[config.mk]
export PLATFORM = sky130hd
export DESIGN_NAME = tlca_ctrl
export DESIGN_NICKNAME = d
export VERILOG_FILES = /design/src/design/tlca_pkg.sv /design/src/design/tlca_ctrl.sv
export SDC_FILE = /design/constraint.sdc
export NUM_CORES = 1
export LEC_CHECK = 0
export BUFFER_PORTS_ARGS = -buffer_cell sky130_fd_sc_hd__buf_4
export CORE_MARGIN = 2
export CORE_UTILIZATION = 50
export DETAILED_ROUTE_END_ITERATION = 6
export PLACE_DENSITY = 0.83
export SKIP_CTS_REPAIR_TIMING = 1
export SLEW_MARGIN = 40
export SYNTH_ARGS = -nofsm -noshare
export SYNTH_HDL_FRONTEND = slang
export SYNTH_SLANG_ARGS = --single-unit
[constraint.sdc]
create_clock -name clock -period 2.5 [get_ports clock]
set_input_delay 0.5 -clock clock [delete_from_list [all_inputs] [get_ports clock]]
set_output_delay 0.5 -clock clock [all_outputs]
set_load 0.05 [all_outputs]
[src/design/tlca_pkg.sv]
`default_nettype none
package tlca_pkg;

   localparam logic [1:0] OP_INSERT = 2'd0;
   localparam logic [1:0] OP_PAIR   = 2'd1;
   localparam logic [1:0] OP_KTH    = 2'd2;

   localparam logic [1:0] ST_OK       = 2'd0;
   localparam logic [1:0] ST_UNLOADED = 2'd1;
   localparam logic [1:0] ST_NO_PAR   = 2'd2;
   localparam logic [1:0] ST_BEYOND   = 2'd3;

   // register select bit (paddr[2])
   localparam logic REG_ROOT = 1'b0;

   // datapath micro-operations
   localparam logic [4:0] CMD_NOP         = 5'd0;
   localparam logic [4:0] CMD_CLEAR       = 5'd1;
   localparam logic [4:0] CMD_LATCH       = 5'd2;
   localparam logic [4:0] CMD_RD_B        = 5'd3;
   localparam logic [4:0] CMD_GET_B       = 5'd4;
   localparam logic [4:0] CMD_INS_ROOT    = 5'd5;
   localparam logic [4:0] CMD_ZERO_ANC    = 5'd6;
   localparam logic [4:0] CMD_INS_CHILD   = 5'd7;
   localparam logic [4:0] CMD_BUILD_RD    = 5'd8;
   localparam logic [4:0] CMD_BUILD_WR    = 5'd9;
   localparam logic [4:0] CMD_PAIR_SETUP  = 5'd10;
   localparam logic [4:0] CMD_K_SETUP     = 5'd11;
   localparam logic [4:0] CMD_CLIMB_STEP  = 5'd12;
   localparam logic [4:0] CMD_CLIMB_USE   = 5'd13;
   localparam logic [4:0] CMD_LIFT_INIT   = 5'd14;
   localparam logic [4:0] CMD_LIFT_RD     = 5'd15;
   localparam logic [4:0] CMD_LIFT_USE    = 5'd16;
   localparam logic [4:0] CMD_FINAL_RD    = 5'd17;
   localparam logic [4:0] CMD_FINAL_USE   = 5'd18;
   localparam logic [4:0] CMD_L_RD        = 5'd19;
   localparam logic [4:0] CMD_L_GET       = 5'd20;
   localparam logic [4:0] CMD_RES_PLAIN   = 5'd21;
   localparam logic [4:0] CMD_RES_ANC     = 5'd22;
   localparam logic [4:0] CMD_RES_PAIR    = 5'd23;

   typedef struct packed {
      logic [4:0] code;
      logic [1:0] status;
   } cmd_type;

   typedef struct packed {
      logic [1:0] op;
      logic       a_range;
      logic       a_loaded;
      logic       b_ok;
      logic       is_root;
      logic       depth_full;
      logic       k_gt_depth;
      logic       k_zero;
      logic       k_bit0;
      logic       q_valid;
      logic       lv_last;
      logic       lv_zero;
      logic       u_eq_v;
      logic       final_ok;
      logic       l_loaded;
      logic       clr_last;
      logic       out_free;
   } flags_type;

endpackage
`default_nettype wire

[src/design/tlca_ctrl.sv]
`default_nettype none
module tlca_ctrl (
   input  wire                 clock,
   input  wire                 reset,
   input  wire                 req_valid,
   input  tlca_pkg::flags_type flags,
   output tlca_pkg::cmd_type   cmd,
   output logic                req_stall
);
   import tlca_pkg::*;

   localparam logic [4:0] S_CLEAR     = 5'd0;
   localparam logic [4:0] S_IDLE      = 5'd1;
   localparam logic [4:0] S_RDB       = 5'd2;
   localparam logic [4:0] S_GETB      = 5'd3;
   localparam logic [4:0] S_DECIDE    = 5'd4;
   localparam logic [4:0] S_ZERO      = 5'd5;
   localparam logic [4:0] S_BUILD_RD  = 5'd6;
   localparam logic [4:0] S_BUILD_WR  = 5'd7;
   localparam logic [4:0] S_CLIMB     = 5'd8;
   localparam logic [4:0] S_CLIMB_USE = 5'd9;
   localparam logic [4:0] S_CMP       = 5'd10;
   localparam logic [4:0] S_LIFT_RD   = 5'd11;
   localparam logic [4:0] S_LIFT_USE  = 5'd12;
   localparam logic [4:0] S_FINAL_RD  = 5'd13;
   localparam logic [4:0] S_FINAL_USE = 5'd14;
   localparam logic [4:0] S_L_RD      = 5'd15;
   localparam logic [4:0] S_L_GET     = 5'd16;
   localparam logic [4:0] S_RES_PLAIN = 5'd17;
   localparam logic [4:0] S_RES_ANC   = 5'd18;
   localparam logic [4:0] S_RES_PAIR  = 5'd19;

   logic [4:0] state_ff, state_in;
   logic [1:0] res_ff, res_in;

   assign req_stall = (state_ff != S_IDLE);

   always_comb begin
      state_in   = state_ff;
      res_in     = res_ff;
      cmd.code   = CMD_NOP;
      cmd.status = res_ff;
      unique case (state_ff)
         S_CLEAR: begin
            cmd.code = CMD_CLEAR;
            if (flags.clr_last) state_in = S_IDLE;
         end
         S_IDLE: begin
            if (req_valid) begin
               cmd.code = CMD_LATCH;
               state_in = S_RDB;
            end
         end
         S_RDB: begin
            cmd.code = CMD_RD_B;
            state_in = S_GETB;
         end
         S_GETB: begin
            cmd.code = CMD_GET_B;
            state_in = S_DECIDE;
         end
         S_DECIDE: begin
            state_in = S_RES_PLAIN;
            res_in   = ST_UNLOADED;
            case (flags.op)
               OP_INSERT: begin
                  if (!flags.a_range || flags.a_loaded) begin
                     res_in = ST_UNLOADED;
                  end else if (flags.is_root) begin
                     cmd.code = CMD_INS_ROOT;
                     res_in   = ST_OK;
                     state_in = S_ZERO;
                  end else if (!flags.b_ok) begin
                     res_in = ST_NO_PAR;
                  end else if (flags.depth_full) begin
                     res_in = ST_BEYOND;
                  end else begin
                     cmd.code = CMD_INS_CHILD;
                     res_in   = ST_OK;
                     state_in = S_BUILD_RD;
                  end
               end
               OP_PAIR: begin
                  if (flags.a_loaded && flags.b_ok) begin
                     cmd.code = CMD_PAIR_SETUP;
                     state_in = S_CLIMB;
                  end
               end
               OP_KTH: begin
                  if (!flags.a_loaded) begin
                     res_in = ST_UNLOADED;
                  end else if (flags.k_gt_depth) begin
                     res_in = ST_BEYOND;
                  end else begin
                     cmd.code = CMD_K_SETUP;
                     state_in = S_CLIMB;
                  end
               end
               default: res_in = ST_UNLOADED;
            endcase
         end
         S_ZERO: begin
            cmd.code = CMD_ZERO_ANC;
            if (flags.lv_last) state_in = S_RES_PLAIN;
         end
         S_BUILD_RD: begin
            cmd.code = CMD_BUILD_RD;
            state_in = S_BUILD_WR;
         end
         S_BUILD_WR: begin
            cmd.code = CMD_BUILD_WR;
            state_in = flags.lv_last ? S_RES_PLAIN : S_BUILD_RD;
         end
         S_CLIMB: begin
            if (flags.k_zero) begin
               state_in = (flags.op == OP_KTH) ? S_RES_ANC : S_CMP;
            end else begin
               cmd.code = CMD_CLIMB_STEP;
               if (flags.k_bit0) state_in = S_CLIMB_USE;
            end
         end
         S_CLIMB_USE: begin
            if (!flags.q_valid) begin
               res_in   = (flags.op == OP_KTH) ? ST_BEYOND : ST_NO_PAR;
               state_in = S_RES_PLAIN;
            end else begin
               cmd.code = CMD_CLIMB_USE;
               state_in = S_CLIMB;
            end
         end
         S_CMP: begin
            if (flags.u_eq_v) begin
               state_in = S_L_RD;
            end else begin
               cmd.code = CMD_LIFT_INIT;
               state_in = S_LIFT_RD;
            end
         end
         S_LIFT_RD: begin
            cmd.code = CMD_LIFT_RD;
            state_in = S_LIFT_USE;
         end
         S_LIFT_USE: begin
            cmd.code = CMD_LIFT_USE;
            state_in = flags.lv_zero ? S_FINAL_RD : S_LIFT_RD;
         end
         S_FINAL_RD: begin
            cmd.code = CMD_FINAL_RD;
            state_in = S_FINAL_USE;
         end
         S_FINAL_USE: begin
            if (flags.final_ok) begin
               cmd.code = CMD_FINAL_USE;
               state_in = S_L_RD;
            end else begin
               res_in   = ST_NO_PAR;
               state_in = S_RES_PLAIN;
            end
         end
         S_L_RD: begin
            cmd.code = CMD_L_RD;
            state_in = S_L_GET;
         end
         S_L_GET: begin
            cmd.code = CMD_L_GET;
            state_in = S_RES_PAIR;
         end
         S_RES_PAIR: begin
            if (!flags.l_loaded) begin
               res_in   = ST_NO_PAR;
               state_in = S_RES_PLAIN;
            end else if (flags.out_free) begin
               cmd.code = CMD_RES_PAIR;
               state_in = S_IDLE;
            end
         end
         S_RES_ANC: begin
            if (flags.out_free) begin
               cmd.code = CMD_RES_ANC;
               state_in = S_IDLE;
            end
         end
         S_RES_PLAIN: begin
            if (flags.out_free) begin
               cmd.code = CMD_RES_PLAIN;
               state_in = S_IDLE;
            end
         end
         default: state_in = S_IDLE;
      endcase
   end

   always_ff @(posedge clock) begin
      if (reset) begin
         state_ff <= S_CLEAR;
         res_ff   <= ST_OK;
      end else begin
         state_ff <= state_in;
         res_ff   <= res_in;
      end
   end

endmodule
`default_nettype wire

Word-level counts from Yosys, hierarchy flattened
Index checks and enable logic that the tools add are counted.
{"block": "classes", "muxes": 52, "n_eq_ne": 29, "n_reduce_logical": 9}
{"op": "$mux 5", "count": 23}
{"op": "$pmux 5 s20", "count": 1}
{"op": "$pmux 5 s19", "count": 1}
{"op": "$eq 5x4->1 const B", "count": 8}
{"op": "$mux 4", "count": 6}
{"op": "$eq 5x3->1 const B", "count": 4}
{"op": "$eq 5x5->1 const B", "count": 4}
{"op": "$mux 2", "count": 10}
{"op": "$mux 3", "count": 6}
{"op": "$pmux 5 s3", "count": 1}
{"op": "$ne 2x2->1 const B", "count": 6}
{"op": "$pmux 4 s3", "count": 1}
{"op": "$eq 5x2->1 const B", "count": 2}
{"op": "$pmux 2 s4", "count": 1}
{"op": "$reduce_and 4->1", "count": 2}
{"op": "$eq 5x1->1 const B", "count": 1}
{"op": "$logic_not 5->1", "count": 1}
{"op": "$ne 5x1->1 const B", "count": 1}
{"op": "$pmux 2 s2", "count": 1}
{"op": "$reduce_bool 4->1", "count": 1}
{"op": "$ne 3x3->1 const B", "count": 1}
{"op": "$eq 2x1->1 const B", "count": 1}
{"op": "$eq 2x2->1 const B", "count": 1}
{"op": "$logic_not 2->1", "count": 1}
{"op": "5 further kinds", "count": 5}
{"block": "totals", "regBits": 7, "wordCells": 92, "output_inout_bits": 8, "input_bits": 21}

Depth between registers and ports, before layout
Gate-level depths: netlist of run 1.
{"block": "logic_depth", "ltp_word": 6, "mapped_depth": 8, "depth_no_buf": 5}

Worst setup path before layout of run 1
OpenSTA, ideal clock, no wires.
{"block": "synth_timing", "path_kind": "reg-to-output", "startpoint": "register state_ff[3]", "endpoint": "output port cmd[2] (netlist bit)", "path_buffers": 3, "required_ns": 2.000, "slack_ns": -0.178, "t_arrival_ns": 2.178, "path_stages_with_launch": 9, "cell_sequence": "dfxtp_1 -> buf_4 -> clkbuf_1 -> buf_1 -> o21ai_0 -> nand2_1 -> nand3_1 -> o21a_1 -> o221ai_1"}
{"item": "from (decl)", "line": "tlca_ctrl.sv:33", "text": "logic [4:0] state_ff, state_in;"}
{"item": "from (signal assigned)", "line": "tlca_ctrl.sv:198", "text": "state_ff <= state_in;"}
{"item": "to (decl)", "line": "tlca_ctrl.sv:7", "text": "output tlca_pkg::cmd_type cmd,"}

==> impl_metrics.toml, run 1 <==
[sta]
fin_ws_ns = 0.0688
fmax_ghz = 0.411
fin_worst_skew_ns = 0.000761
finalCriticalPeriod_ns = 2.43
period_share = 0.972
finalSetupViolCount = 0
whs_ns = 0.436
drv_slew = 0
rsz0062_at_grt = "no"
relSlewSlack = 0.574
tightest_slew_ns = 0.632
final_hold_viol_count = 0

[yosys]
synth.distinct_cells = 51
ys_warn_count = 0
netlist_area_um2 = 1110
synth-seq-area-share = 0.127
async_reset_ff_frac = 0
synth_seq_cells = 7
ys.flop_type = "dfxtp_1"
synth_edf_count = 0
syn_avg_cell_area_um2 = 6.48
netlist_instances = 171
synth_fp_nets = 192

[placed_design]
gp_congestion = 0.975
hpwl_um = 2930
pre_cts_ws_ns = 0.0631
numPortBuffers = 28
placed_cells = 224

[floorplan]
core_um2 = 2150
die_area_um2 = 2610
rows = 17
die_h_um = 51.1
fp.dieW_um = 51.1
initial_core_util = 0.515
io_pins = 29

[worst_setup_path]
cp-start-kind = "register"
worst-setup-path-type = "reg -> out"
critical_path_required_ns = 2.00
end_kind = "output port"
arrival_ns = 1.93
crit_fanout = 7

[power]
power.leakage_nw = 0.540
powerDensity_nw_per_um2 = 291
ir_drop_v = 0.000212

[grt]
grt_pass1_vias = 1356
overflow = 0
antenna_found_initial = 0
grt_usage = 0.315
grt_pass1_wl_um = 6150
grt_max_degree = 24

[clock_tree]
cts_tree = "built"
clk_latency_ns = 0.26
htreeDepth = 1
clk_pin_slew_ns = 0.06
cts_root_buf = "clkbuf_4"
clk_path_buf_depth = 2
numCtsBuffers = 3
clock-sinks = 7

[final_layout]
layout-drive-gt1-share = 0.255
stdcell_count = 228
fin_nets = 222
area_growth_pct = 27.2
antenna_cells = 0

[min_path]
min_path_type = "in -> reg"

[drt]
drt_iter0_drc = 91
dr.pass1.iters = 4
drtAntennaViolNets = 0
viasPerCell = 6.57
num_vias = 1499
routed_wl_um = 3800
drc_errors = 0
wl_per_cell_um = 16.6

[flow_run]
drv_cap = 0

[outcome]
run_status = "finished, final reports clean"
[cell usage after synthesis, drive strengths merged (5+ instances only)]
master	n	area share
buf	5	0.029
nor2	15	0.051
nand2	16	0.054
o21ai	13	0.059
inv	5	0.017
nor2b	7	0.040
nand2b	6	0.034
nand3	9	0.041
nand3b	6	0.041
dfxtp	7	0.13
a21oi	9	0.041
clkbuf	9	0.031
[placed cells by master, fill, tap and decap left out, types with 3 or more instances in the layout]
master	instances
a21oi_1	9
a31oi_1	4
buf_4	39
clkbuf_4	3
dfxtp_1	5
inv_1	5
nand2_1	16
nand2b_1	6
nand3_1	9
nand3b_1	6
nor2_1	15
nor2b_1	7
nor3_1	4
nor3b_1	4
nor4_1	4
o21a_1	3
o21ai_0	12
o22ai_1	4
[worst max-delay path, stage by stage (launching register included)]
cell and delay, ns:
dfxtp_1 0.44, or2_4 0.22, nor2_1 0.07, nand2_1 0.10, o21ai_0 0.13, or4_1 0.50, buf_4 0.21
[report_power, final]
part,switching [mW],internal (mW),leakage [nW],total (mW)
combinational,0.103,0.0753,0.468,0.178
sequential,0.00613,0.114,0.0577,0.120
clock,0.0496,0.0614,0.0150,0.111
[state kept, by name, summed over array words and instances, names as in the netlist]
| signal | cells |
|---|---|
| res_ff | 2 |
| state_ff | 5 |
[routing by layer]
metal | GRT usage | wire [um] | part of all wire | vias to the layer above
met2 | 0.530 | 1800 | 0.47 | 109
li1 | - | - | - | 704
met3 | 0.0614 | 398 | 0.10 | 17
met4 | 0.153 | 144 | 0.038 | 0
met5 | 0 | 0 | 0 | -
met1 | 0.380 | 1450 | 0.38 | 669
[path summary, 6_finish.rpt]
path,cells past startpoint,to,from,slack (ns)
worst min-delay path,2,state_ff[3],reset,0.44
worst max register to register,6,res_ff[0],state_ff[3],0.33
worst min register to register,2,res_ff[0],res_ff[0],0.51
worst max-delay path,6,cmd[3],state_ff[2],0.07
[through the flow]
step	area, um2	power, mW	TNS [ns]	utilization
CTS	1400	0.406	-0.0663	0.652
global route	1410	0.431	0	0.656
finish	1410	0.409	0	0.656
floorplan	1110	0.223	0	-
global placement	1380	0.291	0	0.640
detailed placement	1380	0.296	0	0.640
[logic make-up after synthesis]
group | synth area share
and+or+nand+nor | 0.431
AOI/OAI and AO/OA | 0.348
buffers and inverters | 0.0768
DFF | 0.127
xor gates and xnor gates | 0.00791
muxes | 0.0102
[cell type report]
| cell class | instances | area (um2) |
|---|---|---|
| multi-input cells | 145 | 891 |
| repair buffers | 39 | 293 |
| clock buffers | 4 | 26.3 |
| inverters | 5 | 18.8 |
| well taps | 28 | 35.0 |
| fillers | 201 | 739 |
| flip-flops and latches | 7 | 145 |
Note: power is estimated with default switching activity, not from simulation.
==> inputs of run 2 (changes only) <==
PLACE_DENSITY = 0.73   (was 0.83)
==> run 2 against run 1 <==
Effect of this change: combinational power is essentially flat; global-route usage shrank 0.36 points; design area grew 1.5%; final cell count grew 0.88%; clock skew grew 0.0016 ns; setup slack gained 0.019 ns; routed wire length shrank 1.3%; clock power shrank 8%; sequential share of layout area shrank 0.24 points; sequential cell count is the same; sequential power is essentially flat; largest cell class unchanged; highest routed layer unchanged.
==> impl_metrics.toml, run 2 (synthesized netlist as in run 1, its figures left out) <==
[outcome]
run_status = "finished, final reports clean"

[grt]
antenna_found_initial = 0
grt_usage = 0.311
grt_max_degree = 21
overflow = 0
grt_pass1_wl_um = 6190
grt_pass1_vias = 1349

[worst_setup_path]
end_kind = "output port"
worst-setup-path-type = "in -> out"
arrival_ns = 1.91
critical_path_required_ns = 2.00
crit_fanout = 7
cp-start-kind = "primary input"

[sta]
period_share = 0.965
finalSetupViolCount = 0
rsz0062_at_grt = "no"
drv_slew = 0
fmax_ghz = 0.415
tightest_slew_ns = 0.563
relSlewSlack = 0.621
final_hold_viol_count = 0
fin_worst_skew_ns = 0.00232
finalCriticalPeriod_ns = 2.41

[power]
power.leakage_nw = 0.557
ir_drop_v = 0.000263
p_total_mw = 0.403
powerDensity_nw_per_um2 = 282

[floorplan]
core_um2 = 2150
die_h_um = 51.1
die_area_um2 = 2610
fp.dieW_um = 51.1
initial_core_util = 0.515
rows = 17
io_pins = 29

[drt]
drc_errors = 0
num_vias = 1477
drtAntennaViolNets = 0
drt_iter0_drc = 84
dr.pass1.iters = 4
wl_per_cell_um = 16.3
viasPerCell = 6.42
routed_wl_um = 3750

[final_layout]
regMostFlops = "state_ff"
final_common_cell = "buf_4"
fin_nets = 224
area_growth_pct = 29.2
antenna_cells = 0
final_area_um2 = 1430
layout-drive-gt1-share = 0.272
largest_register_ffs = 5
fillCellCount = 210
final_cell_mix = "40 x buf_4, 16 x nand2_1, 15 x nor2_1"
biggestRegsByFlops = "state_ff (5), res_ff (2)"

[clock_tree]
cts_root_buf = "clkbuf_4"
numCtsBuffers = 3
clock-sinks = 7
htreeDepth = 1
clk_latency_ns = 0.25
clk_pin_slew_ns = 0.05
clk_path_buf_depth = 2
cts_tree = "built"

[placed_design]
gp_congestion = 0.916
placed_area_um2 = 1390
numPortBuffers = 28
hpwl_um = 2890

[flow_run]
drv_cap = 0

[min_path]
min_path_type = "in -> reg"
run 2: area by class of cell:
type | instances | area [um2] | share of cell area
Clock buffer | 4 | 26.3 | 0.0184
Multi-Input combinational cell | 145 | 895 | 0.626
Tap cell | 28 | 35.0 | 0.0245
Timing Repair Buffer | 41 | 312 | 0.218
Sequential cell | 7 | 144 | 0.101
Inverter | 5 | 18.8 | 0.0131
run 2: final timing paths:
path,startpoint,end,slack (ns),depth (start not counted)
max,flags[16],cmd[3],0.09,6
min,reset,state_ff[2],0.45,2
max reg2reg,state_ff[1],res_ff[0],0.45,6
min reg2reg,res_ff[1],res_ff[1],0.50,2
run 2: per-stage QoR:
| step | hold slack [ns] | TNS (ns) | instances | setup slack (ns) | utilization |
|---|---|---|---|---|---|
| 6_report | 0.447 | 0 | 230 | 0.0875 | 0.666 |
| 3_5_place_dp | 0.501 | 0 | 226 | 0.0997 | 0.647 |
| 5_1_grt | 0.440 | 0 | 230 | 0.00545 | 0.666 |
| 2_1_floorplan | 0.569 | 0 | 171 | 0.110 | - |
| 3_3_place_gp | 0.485 | 0 | 226 | 0.103 | 0.647 |
| 4_1_cts | 0.446 | -0.00623 | 230 | -0.00623 | 0.659 |
run 2: worst max-delay path, cell delays in order:
cell	delay (ns)
buf_4	0.13
and3b_1	0.17
o21ai_0	0.24
o22ai_1	0.15
or4_1	0.52
buf_4	0.20
run 2: metal layers:
metal	GRT usage	vias up	share of wire
met3	0.0439	10	0.082
met5	0	-	0
met2	0.541	92	0.48
met4	0.0811	0	0.019
li1	-	704	-
met1	0.399	671	0.42
run 2: where the power goes:
part           switching [mW]  internal [mW]
clock                  0.0410         0.0609
sequential            0.00523          0.115
combinational           0.104         0.0775
==> inputs of run 3 (changes only) <==
CORE_ASPECT_RATIO = 1.1   (was default)
==> run 3 against run 2 <==
Effect of this change: core utilization increased by 3.5 points; count of clock-buffer cells in the layout unchanged; critical path type unchanged; via count unchanged; sequential power about the same; critical path depth unchanged; total power decreased by 0.19%; largest power group unchanged; global-route usage increased by 0.21 points; setup slack got worse by 0.035 ns; routed wire length decreased by 0.53%.
==> impl_metrics.toml, run 3 (synthesized netlist as in run 1, its figures left out) <==
[drt]
drc_errors = 0
drtAntennaViolNets = 0
routed_wl_um = 3730
dr.pass1.iters = 4
viasPerCell = 6.39
wl_per_cell_um = 16.1
drt_iter0_drc = 61
num_vias = 1477

[floorplan]
rows = 17
io_pins = 29
initial_core_util = 0.542
die_area_um2 = 2610
fp.dieW_um = 48.9
die_h_um = 53.4
core_um2 = 2040

[sta]
fmax_ghz = 0.409
drv_slew = 0
finalSetupTns_ns = 0
relSlewSlack = 0.624
fin_worst_skew_ns = 0.00165
rsz0062_at_grt = "no"
finalCriticalPeriod_ns = 2.45
finalSetupViolCount = 0
tightest_slew_ns = 0.559
final_hold_viol_count = 0
period_share = 0.979

[clock_tree]
clk_path_buf_depth = 2
htreeDepth = 1
clock-sinks = 7
numCtsBuffers = 3
clk_pin_slew_ns = 0.05
cts_tree = "built"
cts_root_buf = "clkbuf_4"
clk_latency_ns = 0.25

[grt]
overflow = 0
grt_pass1_wl_um = 6310
grt_pass1_vias = 1398
grt_max_degree = 17
antenna_found_initial = 0
grt_usage = 0.313

[final_layout]
fin_nets = 225
utilization = 0.700
biggestRegsByFlops = "state_ff (5), res_ff (2)"
final_common_cell = "buf_4"
stdcell_count = 231
area_growth_pct = 29.2
largest_register_ffs = 5
antenna_cells = 0
regMostFlops = "state_ff"
fillCellCount = 205
layout-drive-gt1-share = 0.281
final_cell_mix = "42 x buf_4, 16 x nand2_1, 15 x nor2_1"

[placed_design]
hpwl_um = 2910
numPortBuffers = 28
placed_cells = 227
gp_congestion = 0.968

[worst_setup_path]
crit_fanout = 7
critical_path_required_ns = 2.00
reg2reg_to = "res_ff[0]"
reg2reg_from = "state_ff[3]"
end_kind = "output port"
r2r_cells = 6
rrSetupSlack_ns = 0.37
arrival_ns = 1.95
cp-start-kind = "primary input"
worst-setup-path-type = "in -> out"

[min_path]
whs_endpoint = "state_ff[3]"
hold_path_depth = 2
hold_start = "reset"
min_path_type = "in -> reg"

[power]
powerDensity_nw_per_um2 = 281
power.leakage_nw = 0.558
ir_drop_v = 0.000248

[flow_run]
drv_cap = 0

[outcome]
run_status = "finished, final reports clean"
## run 3: where the power goes
part           leakage, nW  switching (mW)  internal [mW]
clock network       0.0150          0.0423         0.0609
logic                0.484          0.0987         0.0776
registers           0.0590         0.00775          0.115
## run 3: area by class of cell
class	count	area, um2	area share
clock buffers	4	26.3	0.0184
inverters	5	18.8	0.0131
multi-input cells	145	888	0.621
flip-flops and latches	7	146	0.102
well taps	28	35.0	0.0245
repair buffers	42	315	0.220
## run 3: critical path, cell delays in order
cell     delay, ns
buf_4         0.13
and3b_1       0.17
o21ai_0       0.25
o22ai_1       0.16
or4_1         0.53
buf_4         0.20
## run 3: worst max-delay path by stage
| stage | from | endpoint | slack (ns) |
|---|---|---|---|
| 2_1_floorplan | state_ff[0] | cmd[6] | 0.11 |
| 3_3_place_gp | flags[16] | cmd[3] | 0.11 |
| 3_5_place_dp | flags[16] | cmd[3] | 0.09 |
| 4_1_cts | state_ff[1] | cmd[4] | -0.02 |
| 5_1_grt | state_ff[2] | cmd[3] | 0.007 |
| 6_report | flags[16] | cmd[3] | 0.05 |
## run 3: metrics by stage
step | cell area, um2 | hold slack (ns) | power (mW) | setup slack (ns)
after floorplan | 1110 | 0.569 | 0.223 | 0.110
after global placement | 1400 | 0.483 | 0.296 | 0.107
after detailed placement | 1400 | 0.493 | 0.297 | 0.0863
after CTS | 1420 | 0.444 | 0.398 | -0.0157
after global routing | 1430 | 0.444 | 0.425 | 0.00701
final | 1430 | 0.434 | 0.402 | 0.0528
## run 3: per-layer routing
layer | vias to the layer above | share of wire | global-route usage
met5 | - | 0 | 0
met4 | 0 | 0.030 | 0.148
met3 | 14 | 0.080 | 0.0282
li1 | 709 | - | -
met2 | 95 | 0.47 | 0.555
met1 | 659 | 0.42 | 0.386
